===== config.mk =====
export PLATFORM = sky130hd
export DESIGN_NAME = mask_mirror_fill_unit
export DESIGN_NICKNAME = d
export VERILOG_FILES = /design/src/design/mmf_pkg.sv /design/src/design/mmf_ram.sv /design/src/design/mmf_csr.sv /design/src/design/mmf_row_ctrl.sv /design/src/design/mmf_out_stage.sv /design/src/design/mask_mirror_fill_unit.sv
export SDC_FILE = /design/constraint.sdc
export NUM_CORES = 2
export LEC_CHECK = 0
export CAP_MARGIN = 20
export CORE_ASPECT_RATIO = 1.75
export CORE_MARGIN = 1.5
export CORE_UTILIZATION = 65
export DETAILED_ROUTE_END_ITERATION = 12
export DONT_BUFFER_PORTS = 1
export MAX_ROUTING_LAYER = met4
export PLACE_DENSITY = 0.85
export SLEW_MARGIN = 20
export SYNTH_ARGS = -nofsm -noshare
export SYNTH_HDL_FRONTEND = slang
export SYNTH_SLANG_ARGS = --single-unit

===== constraint.sdc =====
create_clock -name clock -period 74.7 [get_ports clock]
set_input_delay 11.205 -clock clock [delete_from_list [all_inputs] [get_ports clock]]
set_output_delay 11.205 -clock clock [all_outputs]
set_load 0.05 [all_outputs]

===== src/design/mmf_pkg.sv =====
// shared types, constants and register codes for the mask mirror fill unit
package mmf_pkg;

   localparam int MMF_MAX_WIDTH  = 1024;
   localparam int MMF_MAX_HEIGHT = 1024;

   localparam int MMF_PIX_W  = 8;
   localparam int MMF_LEFT_W = 10;
   localparam int MMF_CFG_W  = 11;
   localparam int MMF_TOP_W  = 11;
   localparam int MMF_CSR_AW = 2;

   localparam logic [MMF_PIX_W-1:0] MMF_PIXEL_ON  = 8'd255;
   localparam logic [MMF_PIX_W-1:0] MMF_PIXEL_OFF = 8'd0;
   localparam logic [MMF_TOP_W-1:0] MMF_TOP_NONE  = 11'h7FF;

   localparam logic [MMF_LEFT_W-1:0] MMF_LEFT_COL_RST   = 10'd0;
   localparam logic [MMF_CFG_W-1:0]  MMF_MID_COL_RST    = 11'd512;
   localparam logic [MMF_CFG_W-1:0]  MMF_MIRROR_SUM_RST = 11'd1023;
   localparam logic                  MMF_FILL_GAPS_RST  = 1'b1;

   typedef enum logic [MMF_CSR_AW-1:0] {
      CSR_LEFT_COL   = 2'd0,
      CSR_MID_COL    = 2'd1,
      CSR_MIRROR_SUM = 2'd2,
      CSR_FILL_GAPS  = 2'd3
   } csr_index_type;

   typedef struct packed {
      logic [MMF_LEFT_W-1:0] left_col;
      logic [MMF_CFG_W-1:0]  mid_col;
      logic [MMF_CFG_W-1:0]  mirror_sum;
      logic                  fill_gaps;
   } cfg_type;

   // per-request result info handed from the row control to the output stage
   typedef struct packed {
      logic                 mem_ok;
      logic                 fill_hit;
      logic [MMF_TOP_W-1:0] top_row;
      logic                 frame_done;
   } row_info_type;

endpackage


===== src/design/mmf_ram.sv =====
// generic simple dual port ram, one write and one registered read per cycle
module mmf_ram #(
   parameter int WIDTH = 1,
   parameter int DEPTH = 2
) (
   input  logic                     clock,
   input  logic                     wr_en,
   input  logic [$clog2(DEPTH)-1:0] wr_addr,
   input  logic [WIDTH-1:0]         wr_data,
   input  logic                     rd_en,
   input  logic [$clog2(DEPTH)-1:0] rd_addr,
   output logic [WIDTH-1:0]         rd_data
);

   logic [WIDTH-1:0] mem_ff [DEPTH];

   always_ff @(posedge clock) begin
      if (wr_en) begin
         mem_ff[wr_addr] <= wr_data;
      end
      if (rd_en) begin
         rd_data <= mem_ff[rd_addr];
      end
   end

endmodule


===== src/design/mmf_csr.sv =====
// configuration registers of the mask mirror fill unit
module mmf_csr
   import mmf_pkg::*;
(
   input  logic                  clock,
   input  logic                  reset,
   input  logic                  csr_we,
   input  logic [MMF_CSR_AW-1:0] csr_addr,
   input  logic [MMF_CFG_W-1:0]  csr_wdata,
   output cfg_type               cfg
);

   cfg_type cfg_ff;
   cfg_type cfg_in;

   always_comb begin
      cfg_in = cfg_ff;
      if (csr_we) begin
         case (csr_index_type'(csr_addr))
            CSR_LEFT_COL: begin
               cfg_in.left_col = csr_wdata[MMF_LEFT_W-1:0];
            end
            CSR_MID_COL: begin
               cfg_in.mid_col = csr_wdata;
            end
            CSR_MIRROR_SUM: begin
               cfg_in.mirror_sum = csr_wdata;
            end
            CSR_FILL_GAPS: begin
               cfg_in.fill_gaps = csr_wdata[0];
            end
            default: begin
               cfg_in = cfg_ff;
            end
         endcase
      end
   end

   always_ff @(posedge clock) begin
      if (reset) begin
         cfg_ff.left_col   <= MMF_LEFT_COL_RST;
         cfg_ff.mid_col    <= MMF_MID_COL_RST;
         cfg_ff.mirror_sum <= MMF_MIRROR_SUM_RST;
         cfg_ff.fill_gaps  <= MMF_FILL_GAPS_RST;
      end else begin
         cfg_ff <= cfg_in;
      end
   end

   assign cfg = cfg_ff;

endmodule


===== src/design/mmf_row_ctrl.sv =====
// column and row tracking, line buffer addressing and per-row snapshot
module mmf_row_ctrl
   import mmf_pkg::*;
#(
   parameter int MAX_WIDTH  = MMF_MAX_WIDTH,
   parameter int MAX_HEIGHT = MMF_MAX_HEIGHT,
   localparam int IW = $clog2(MAX_WIDTH),
   localparam int AW = IW + 1
) (
   input  logic                 clock,
   input  logic                 reset,
   input  cfg_type              cfg,
   input  logic                 accept,
   input  logic [MMF_PIX_W-1:0] pixel_in,
   input  logic                 row_end,
   input  logic                 frame_end,
   output logic                 wr_en,
   output logic [AW-1:0]        wr_addr,
   output logic                 wr_data,
   output logic [AW-1:0]        rd_addr,
   output row_info_type         info
);

   localparam int CW = $clog2(MAX_WIDTH + 1);
   localparam int RW = $clog2(MAX_HEIGHT);
   localparam int DW = (CW > MMF_CFG_W) ? CW : MMF_CFG_W;

   // live row state
   logic [CW-1:0] col_ff, col_in;
   logic [RW-1:0] row_ff, row_in;
   logic          bank_ff, bank_in;
   logic          have_first_ff, have_first_in;
   logic [IW-1:0] first_ff, first_in;
   logic          have_top_ff, have_top_in;
   logic [RW-1:0] top_ff, top_in;

   // settings of the row that was just closed, used while it is read back
   logic [MMF_LEFT_W-1:0] p_left_ff, p_left_in;
   logic [MMF_CFG_W-1:0]  p_mid_ff, p_mid_in;
   logic [MMF_CFG_W-1:0]  p_sum_ff, p_sum_in;
   logic [CW-1:0]         p_valid_ff, p_valid_in;
   logic                  p_fill_ok_ff, p_fill_ok_in;
   logic [IW-1:0]         p_fill_lo_ff, p_fill_lo_in;
   logic [DW-1:0]         p_fill_hi_ff, p_fill_hi_in;

   logic          cin;
   logic [DW-1:0] cx;
   logic          inwin;
   logic          set;
   logic          direct;
   logic [DW:0]   diff;
   logic [DW-1:0] src;
   logic          src_ok;
   logic          next_have_first;
   logic [IW-1:0] next_first;
   logic          next_have_top;
   logic [RW-1:0] next_top;
   logic [RW+MMF_TOP_W-1:0] top_wide;
   logic          line_end;

   always_comb begin
      cin   = col_ff < CW'(MAX_WIDTH);
      cx    = DW'(col_ff);
      inwin = (cx >= DW'(cfg.left_col)) && (cx < DW'(cfg.mid_col)) && cin;
      set   = (pixel_in != '0) && inwin;

      // left of the axis the source is the column itself, right of it the mirror
      direct = cx < DW'(p_mid_ff);
      diff   = {1'b0, DW'(p_sum_ff)} - {1'b0, cx};
      src    = direct ? cx : diff[DW-1:0];
      src_ok = (src >= DW'(p_left_ff)) && (src < DW'(p_mid_ff))
               && (src < DW'(p_valid_ff));

      next_have_first = have_first_ff || set;
      next_first      = have_first_ff ? first_ff : col_ff[IW-1:0];
      next_have_top   = have_top_ff || set;
      next_top        = have_top_ff ? top_ff : row_ff;
      top_wide        = {{MMF_TOP_W{1'b0}}, next_top};
      line_end        = row_end || frame_end;

      info.mem_ok     = cin && src_ok && (direct || !diff[DW]);
      info.fill_hit   = cin && p_fill_ok_ff && (cx >= DW'(p_fill_lo_ff))
                        && (cx <= p_fill_hi_ff);
      info.top_row    = next_have_top ? top_wide[MMF_TOP_W-1:0] : MMF_TOP_NONE;
      info.frame_done = frame_end;

      wr_en   = accept && cin;
      wr_addr = {bank_ff, col_ff[IW-1:0]};
      wr_data = set;
      rd_addr = {~bank_ff, src[IW-1:0]};
   end

   always_comb begin
      col_in        = col_ff;
      row_in        = row_ff;
      bank_in       = bank_ff;
      have_first_in = have_first_ff;
      first_in      = first_ff;
      have_top_in   = have_top_ff;
      top_in        = top_ff;
      p_left_in     = p_left_ff;
      p_mid_in      = p_mid_ff;
      p_sum_in      = p_sum_ff;
      p_valid_in    = p_valid_ff;
      p_fill_ok_in  = p_fill_ok_ff;
      p_fill_lo_in  = p_fill_lo_ff;
      p_fill_hi_in  = p_fill_hi_ff;
      if (accept) begin
         have_first_in = next_have_first;
         first_in      = next_first;
         have_top_in   = next_have_top;
         top_in        = next_top;
         if (line_end) begin
            p_left_in    = cfg.left_col;
            p_mid_in     = cfg.mid_col;
            p_sum_in     = cfg.mirror_sum;
            p_valid_in   = cin ? (col_ff + CW'(1)) : col_ff;
            p_fill_ok_in = cfg.fill_gaps && next_have_first
                           && (DW'(cfg.mirror_sum) >= DW'(next_first));
            p_fill_lo_in = next_first;
            p_fill_hi_in = DW'(cfg.mirror_sum) - DW'(next_first);
            col_in        = '0;
            bank_in       = ~bank_ff;
            have_first_in = 1'b0;
            if (frame_end) begin
               row_in      = '0;
               have_top_in = 1'b0;
            end else if (row_ff < RW'(MAX_HEIGHT - 1)) begin
               row_in = row_ff + RW'(1);
            end
         end else if (cin) begin
            col_in = col_ff + CW'(1);
         end
      end
   end

   always_ff @(posedge clock) begin
      if (reset) begin
         col_ff        <= '0;
         row_ff        <= '0;
         bank_ff       <= 1'b0;
         have_first_ff <= 1'b0;
         have_top_ff   <= 1'b0;
         p_left_ff     <= MMF_LEFT_COL_RST;
         p_mid_ff      <= MMF_MID_COL_RST;
         p_sum_ff      <= MMF_MIRROR_SUM_RST;
         p_valid_ff    <= '0;
         p_fill_ok_ff  <= 1'b0;
      end else begin
         col_ff        <= col_in;
         row_ff        <= row_in;
         bank_ff       <= bank_in;
         have_first_ff <= have_first_in;
         have_top_ff   <= have_top_in;
         p_left_ff     <= p_left_in;
         p_mid_ff      <= p_mid_in;
         p_sum_ff      <= p_sum_in;
         p_valid_ff    <= p_valid_in;
         p_fill_ok_ff  <= p_fill_ok_in;
      end
   end

   always_ff @(posedge clock) begin
      first_ff     <= first_in;
      top_ff       <= top_in;
      p_fill_lo_ff <= p_fill_lo_in;
      p_fill_hi_ff <= p_fill_hi_in;
   end

endmodule


===== src/design/mmf_out_stage.sv =====
// line buffer read stage and result register with handshake control
module mmf_out_stage
   import mmf_pkg::*;
(
   input  logic                 clock,
   input  logic                 reset,
   input  logic                 accept,
   input  row_info_type         info,
   input  logic                 line_bit,
   output logic                 take,
   output logic                 rsp_tvalid,
   input  logic                 rsp_tready,
   output logic [MMF_PIX_W-1:0] pixel_out,
   output logic [MMF_TOP_W-1:0] top_row,
   output logic                 frame_done
);

   logic                 s1_valid_ff, s1_valid_in;
   row_info_type         s1_info_ff;
   logic                 out_valid_ff, out_valid_in;
   logic [MMF_PIX_W-1:0] out_pixel_ff;
   logic [MMF_TOP_W-1:0] out_top_ff;
   logic                 out_done_ff;
   logic                 out_load;

   always_comb begin
      out_load     = s1_valid_ff && (!out_valid_ff || rsp_tready);
      take         = !s1_valid_ff || out_load;
      s1_valid_in  = accept ? 1'b1 : (out_load ? 1'b0 : s1_valid_ff);
      out_valid_in = out_load ? 1'b1 : (rsp_tready ? 1'b0 : out_valid_ff);
   end

   always_ff @(posedge clock) begin
      if (reset) begin
         s1_valid_ff  <= 1'b0;
         out_valid_ff <= 1'b0;
      end else begin
         s1_valid_ff  <= s1_valid_in;
         out_valid_ff <= out_valid_in;
      end
   end

   always_ff @(posedge clock) begin
      if (accept) begin
         s1_info_ff <= info;
      end
      if (out_load) begin
         // line buffer data arrives with the stage-one register
         out_pixel_ff <= ((s1_info_ff.mem_ok && line_bit) || s1_info_ff.fill_hit)
                         ? MMF_PIXEL_ON : MMF_PIXEL_OFF;
         out_top_ff   <= s1_info_ff.top_row;
         out_done_ff  <= s1_info_ff.frame_done;
      end
   end

   assign rsp_tvalid = out_valid_ff;
   assign pixel_out  = out_pixel_ff;
   assign top_row    = out_top_ff;
   assign frame_done = out_done_ff;

endmodule


===== src/design/mask_mirror_fill_unit.sv =====
// top level of the mask mirror fill unit
// Takes one mask pixel per cycle in raster order, sustained while rsp_tready is
// high, and returns one result per request through the stage-one and result
// registers. The mirrored pixel returned for a column is from the previous row:
// a line buffer of two banks of MAX_WIDTH bits each, toggled at every row end,
// takes one write (current row) and one read (previous row, direct or mirror
// column) per cycle, and that single read port sets the rate. The buffer is
// never cleared; only entries written during the previous row are used, so
// the unit is ready right after reset. Configuration registers are sampled
// at each row end for the row being read back.
module mask_mirror_fill_unit
   import mmf_pkg::*;
#(
   parameter int MAX_WIDTH  = MMF_MAX_WIDTH,
   parameter int MAX_HEIGHT = MMF_MAX_HEIGHT
) (
   input  logic                  clock,
   input  logic                  reset,
   input  logic                  req_tvalid,
   output logic                  req_tready,
   input  logic [7:0]            req_tdata,   // pixel_in[7:0]
   input  logic                  req_tlast,   // row_end
   input  logic                  req_tuser,   // frame_end
   output logic                  rsp_tvalid,
   input  logic                  rsp_tready,
   output logic [23:0]           rsp_tdata,   // pixel_out[7:0], top_row[18:8], zeros
   output logic                  rsp_tlast,   // frame_done
   input  logic                  csr_we,
   input  logic [MMF_CSR_AW-1:0] csr_addr,
   input  logic [MMF_CFG_W-1:0]  csr_wdata
);

   localparam int IW = $clog2(MAX_WIDTH);
   localparam int AW = IW + 1;

   cfg_type              cfg;
   row_info_type         info;
   logic                 accept;
   logic                 take;
   logic                 wr_en;
   logic [AW-1:0]        wr_addr;
   logic                 wr_data;
   logic [AW-1:0]        rd_addr;
   logic                 line_bit;
   logic [MMF_PIX_W-1:0] pixel_out;
   logic [MMF_TOP_W-1:0] top_row;

   assign req_tready = take;
   assign accept     = req_tvalid && take;

   mmf_csr u_csr (
      .clock     (clock),
      .reset     (reset),
      .csr_we    (csr_we),
      .csr_addr  (csr_addr),
      .csr_wdata (csr_wdata),
      .cfg       (cfg)
   );

   mmf_row_ctrl #(
      .MAX_WIDTH  (MAX_WIDTH),
      .MAX_HEIGHT (MAX_HEIGHT)
   ) u_row_ctrl (
      .clock     (clock),
      .reset     (reset),
      .cfg       (cfg),
      .accept    (accept),
      .pixel_in  (req_tdata),
      .row_end   (req_tlast),
      .frame_end (req_tuser),
      .wr_en     (wr_en),
      .wr_addr   (wr_addr),
      .wr_data   (wr_data),
      .rd_addr   (rd_addr),
      .info      (info)
   );

   mmf_ram #(
      .WIDTH (1),
      .DEPTH (2 ** AW)
   ) u_line_ram (
      .clock   (clock),
      .wr_en   (wr_en),
      .wr_addr (wr_addr),
      .wr_data (wr_data),
      .rd_en   (accept),
      .rd_addr (rd_addr),
      .rd_data (line_bit)
   );

   mmf_out_stage u_out_stage (
      .clock      (clock),
      .reset      (reset),
      .accept     (accept),
      .info       (info),
      .line_bit   (line_bit),
      .take       (take),
      .rsp_tvalid (rsp_tvalid),
      .rsp_tready (rsp_tready),
      .pixel_out  (pixel_out),
      .top_row    (top_row),
      .frame_done (rsp_tlast)
   );

   assign rsp_tdata = {5'b0, top_row, pixel_out};

endmodule

==> impl_metrics.toml <==
[sta]
hold_violations = 0
slew_headroom = 0.0741
drv_slew = 0
period_needed_ns = 23.01
finalSetupViolations = 0
worst_pin_slew_ns = 1.38
period_share = 0.308
fmax_mhz = 43.5
fin_ws_ns = 51.69
finalSetupTns_ns = 0
finClkSkew_ns = 0.0294
rsz0062_at_grt = "false"

[global_routing]
grt_pass1_vias = 71600
grt.busiest_layer = "met2"
grt.total_usage = 0.392
grt_pass1_wl_um = 434000
grt_max_degree = 317
antenna_found_initial = 13
use_met1 = 0.420
use_met3 = 0.109
grt_remaining_overflow = 0
met2_usage = 0.605

[clock_network]
clock_path_buffers = 4
cts_root_buf = "clkbuf_16"
cts_setup_buffers = 0
numCtsBuffers = 185
ctsResizeCount = 0
clock-sinks = 2220
cts_tree = "built"
htree_levels = 4
clk_pin_slew_ns = 0.07
clock_latency_ns = 0.84
ctsHoldBuffers = 0

[synthesis]
synthCells = 9054
synth_edf_count = 2117
synth_compound_area_frac = 0.0539
synth.mux.area_fraction = 0.0358
synth_area_um2 = 99100
synth_xor_area_frac = 0.00256
synthArstFlopShare = 0
synth_area_per_cell_um2 = 10.9
seq_area_frac_synth = 0.663
yosys.cell_types.count = 87
synth_top_family_by_area = "simple AND/OR/NAND/NOR gates"
synthAdderAreaFrac = 0.0139
synth_simple_gate_area_share = 0.190
synth-seq-cells = 2220
ys.warnings.count = 0
synthFlopType = "edfxtp_1"

[critical_path]
critPathMaxStageDelay_ns = 0.38
worstPathMaxFanout = 4
end_kind = "output pin"
critical_path.slowest_cell = "nand2_1"
worstPathArrival_ns = 11.80
critical_path_class = "in2out"
path_cells = "nor2b_1, nand2_1"
ff2ff_path_depth = 18
cp_top_family = "simple AND/OR/NAND/NOR gates"
cp.depth = 2
cp-start-kind = "input port"
path_buf_inv = 0
required_ns = 63.49

[cells_and_area]
areaGrowthSynthToFinish_pct = 6.89
final_cell_mix = "nor2_1, edfxtp_1, nand2_1, nand3_1, a21oi_1"
finish.utilization = 0.700
layout_commonest_cell = "nor2_1"
drive_gt1_frac = 0.0642
fin_nets = 8761

[routing]
drtAntennaViolNets = 0
vias = 73500
wire_per_inst_um = 27.8
drc = 0
dr.pass1.iters = 9
drt-total-wl_um = 300000
drt_iter0_drc = 13100
vias_per_cell = 6.81

[die]
dieArea_um2 = 155000
die_w_um = 298
coreArea_um2 = 151000
start_util = 0.655
ios = 55
die_y_um = 519
core.rowCount = 189

[status]
status = "finished, final reports clean"

[worst_hold_path]
hp-class = "reg2reg"
hold_depth = 0

[placed_design]
place_hpwl_um = 155000
place.gp.congestion = 0.932
place_ws_ns = 51.69
io_buffer_count = 0

[power_and_ir_drop]
p_leak_nw = 33.4
finalPower_w = 0.00265
ir_drop_mv = 0.0276
power.density_nw_per_um2 = 25.0

[job]
cap_violations = 0
per-stage QoR:
step / hold slack [ns] / cells / cell area, um2
6_report: 0.409 / 10800 / 106000
5_1_grt: 0.427 / 10800 / 106000
4_1_cts: 0.418 / 10800 / 106000
3_5_place_dp: 0.407 / 10400 / 99700
3_3_place_gp: 0.402 / 10400 / 99700
2_1_floorplan: 0.400 / 9058 / 99100
worst paths after layout:
kind / start / end / slack (ns)
worst max-delay path: rsp_tready / req_tready / 51.69
worst min-delay path: u_out_stage.s1_info_ff[9] / u_out_stage.top_row[8] / 0.41
worst max register to register: u_row_ctrl.col_ff[5] / u_line_ram.rd_data / 65.98
worst min register to register: u_out_stage.s1_info_ff[9] / u_out_stage.top_row[8] / 0.41
cells in the mapped netlist (all sizes together) (17+ instances only):
| library cell | number | area, um2 |
|---|---|---|
| a211oi | 19 | 143 |
| ha | 107 | 1340 |
| and3 | 31 | 194 |
| nand4 | 88 | 551 |
| o22ai | 67 | 419 |
| nor3 | 36 | 180 |
| dfxtp | 103 | 2060 |
| buf | 292 | 1790 |
| edfxtp | 2117 | 63600 |
| a31oi | 115 | 719 |
| a21o | 25 | 188 |
| nand2b | 26 | 163 |
| a21oi | 317 | 1590 |
| nand2 | 1690 | 6350 |
| mux2i | 262 | 2620 |
| mux2 | 18 | 206 |
| mux4 | 32 | 721 |
| o21a | 31 | 233 |
| clkbuf | 484 | 1820 |
| xnor2 | 17 | 149 |
| a22oi | 20 | 155 |
| nor4 | 69 | 453 |
| nand3b | 20 | 150 |
| inv | 109 | 414 |
| nand3 | 472 | 2360 |
| o21ai | 80 | 404 |
| a32oi | 52 | 455 |
| nor2 | 2175 | 8160 |
| o2111ai | 28 | 245 |
layer usage:
metal  routed length [um]  part of all wire
met5                    0                 0
met4                31600              0.11
met3                46000              0.15
met2               137000              0.46
met1                85300              0.28
registers in the layout (all words and copies together), names as in the netlist, 10 cells and up:
name	flops
u_row_ctrl.p_left_ff	10
u_out_stage.top_row	11
u_line_ram.mem_ff	2048
u_row_ctrl.row_ff	10
u_row_ctrl.col_ff	11
u_out_stage.s1_info_ff	14
u_row_ctrl.p_sum_ff	11
u_row_ctrl.top_ff	10
u_row_ctrl.p_fill_hi_ff	11
u_csr.cfg	33
u_row_ctrl.p_mid_ff	11
u_row_ctrl.p_valid_ff	11
u_row_ctrl.p_fill_lo_ff	10
u_row_ctrl.first_ff	10
layout make-up:
| cell class | instances | area, um2 |
|---|---|---|
| Fill cell | 9388 | 45500 |
| Multi-Input combinational cell | 5948 | 29900 |
| Antenna cell | 20 | 50.0 |
| Sequential cell | 2220 | 65600 |
| Timing Repair Buffer | 155 | 1430 |
| Inverter | 114 | 457 |
| Clock buffer | 233 | 4930 |
| Clock inverter | 97 | 935 |
| Tap cell | 2005 | 2510 |
cell families after synthesis:
| logic type | count (synthesis) |
|---|---|
| simple gates | 4652 |
| flops | 2220 |
| buf+inv | 890 |
| compound gates | 841 |
| mux | 312 |
| fa+ha+maj | 109 |
| xor+xnor | 29 |
| other cells | 1 |
power breakdown:
part           total (W)  switching (W)  internal (W)
Combinational   0.000253       0.000194     0.0000586
Clock           0.000969       0.000438      0.000531
Sequential       0.00143     0.00000503       0.00142
No activity file was read; power rests on OpenSTA's default activity.
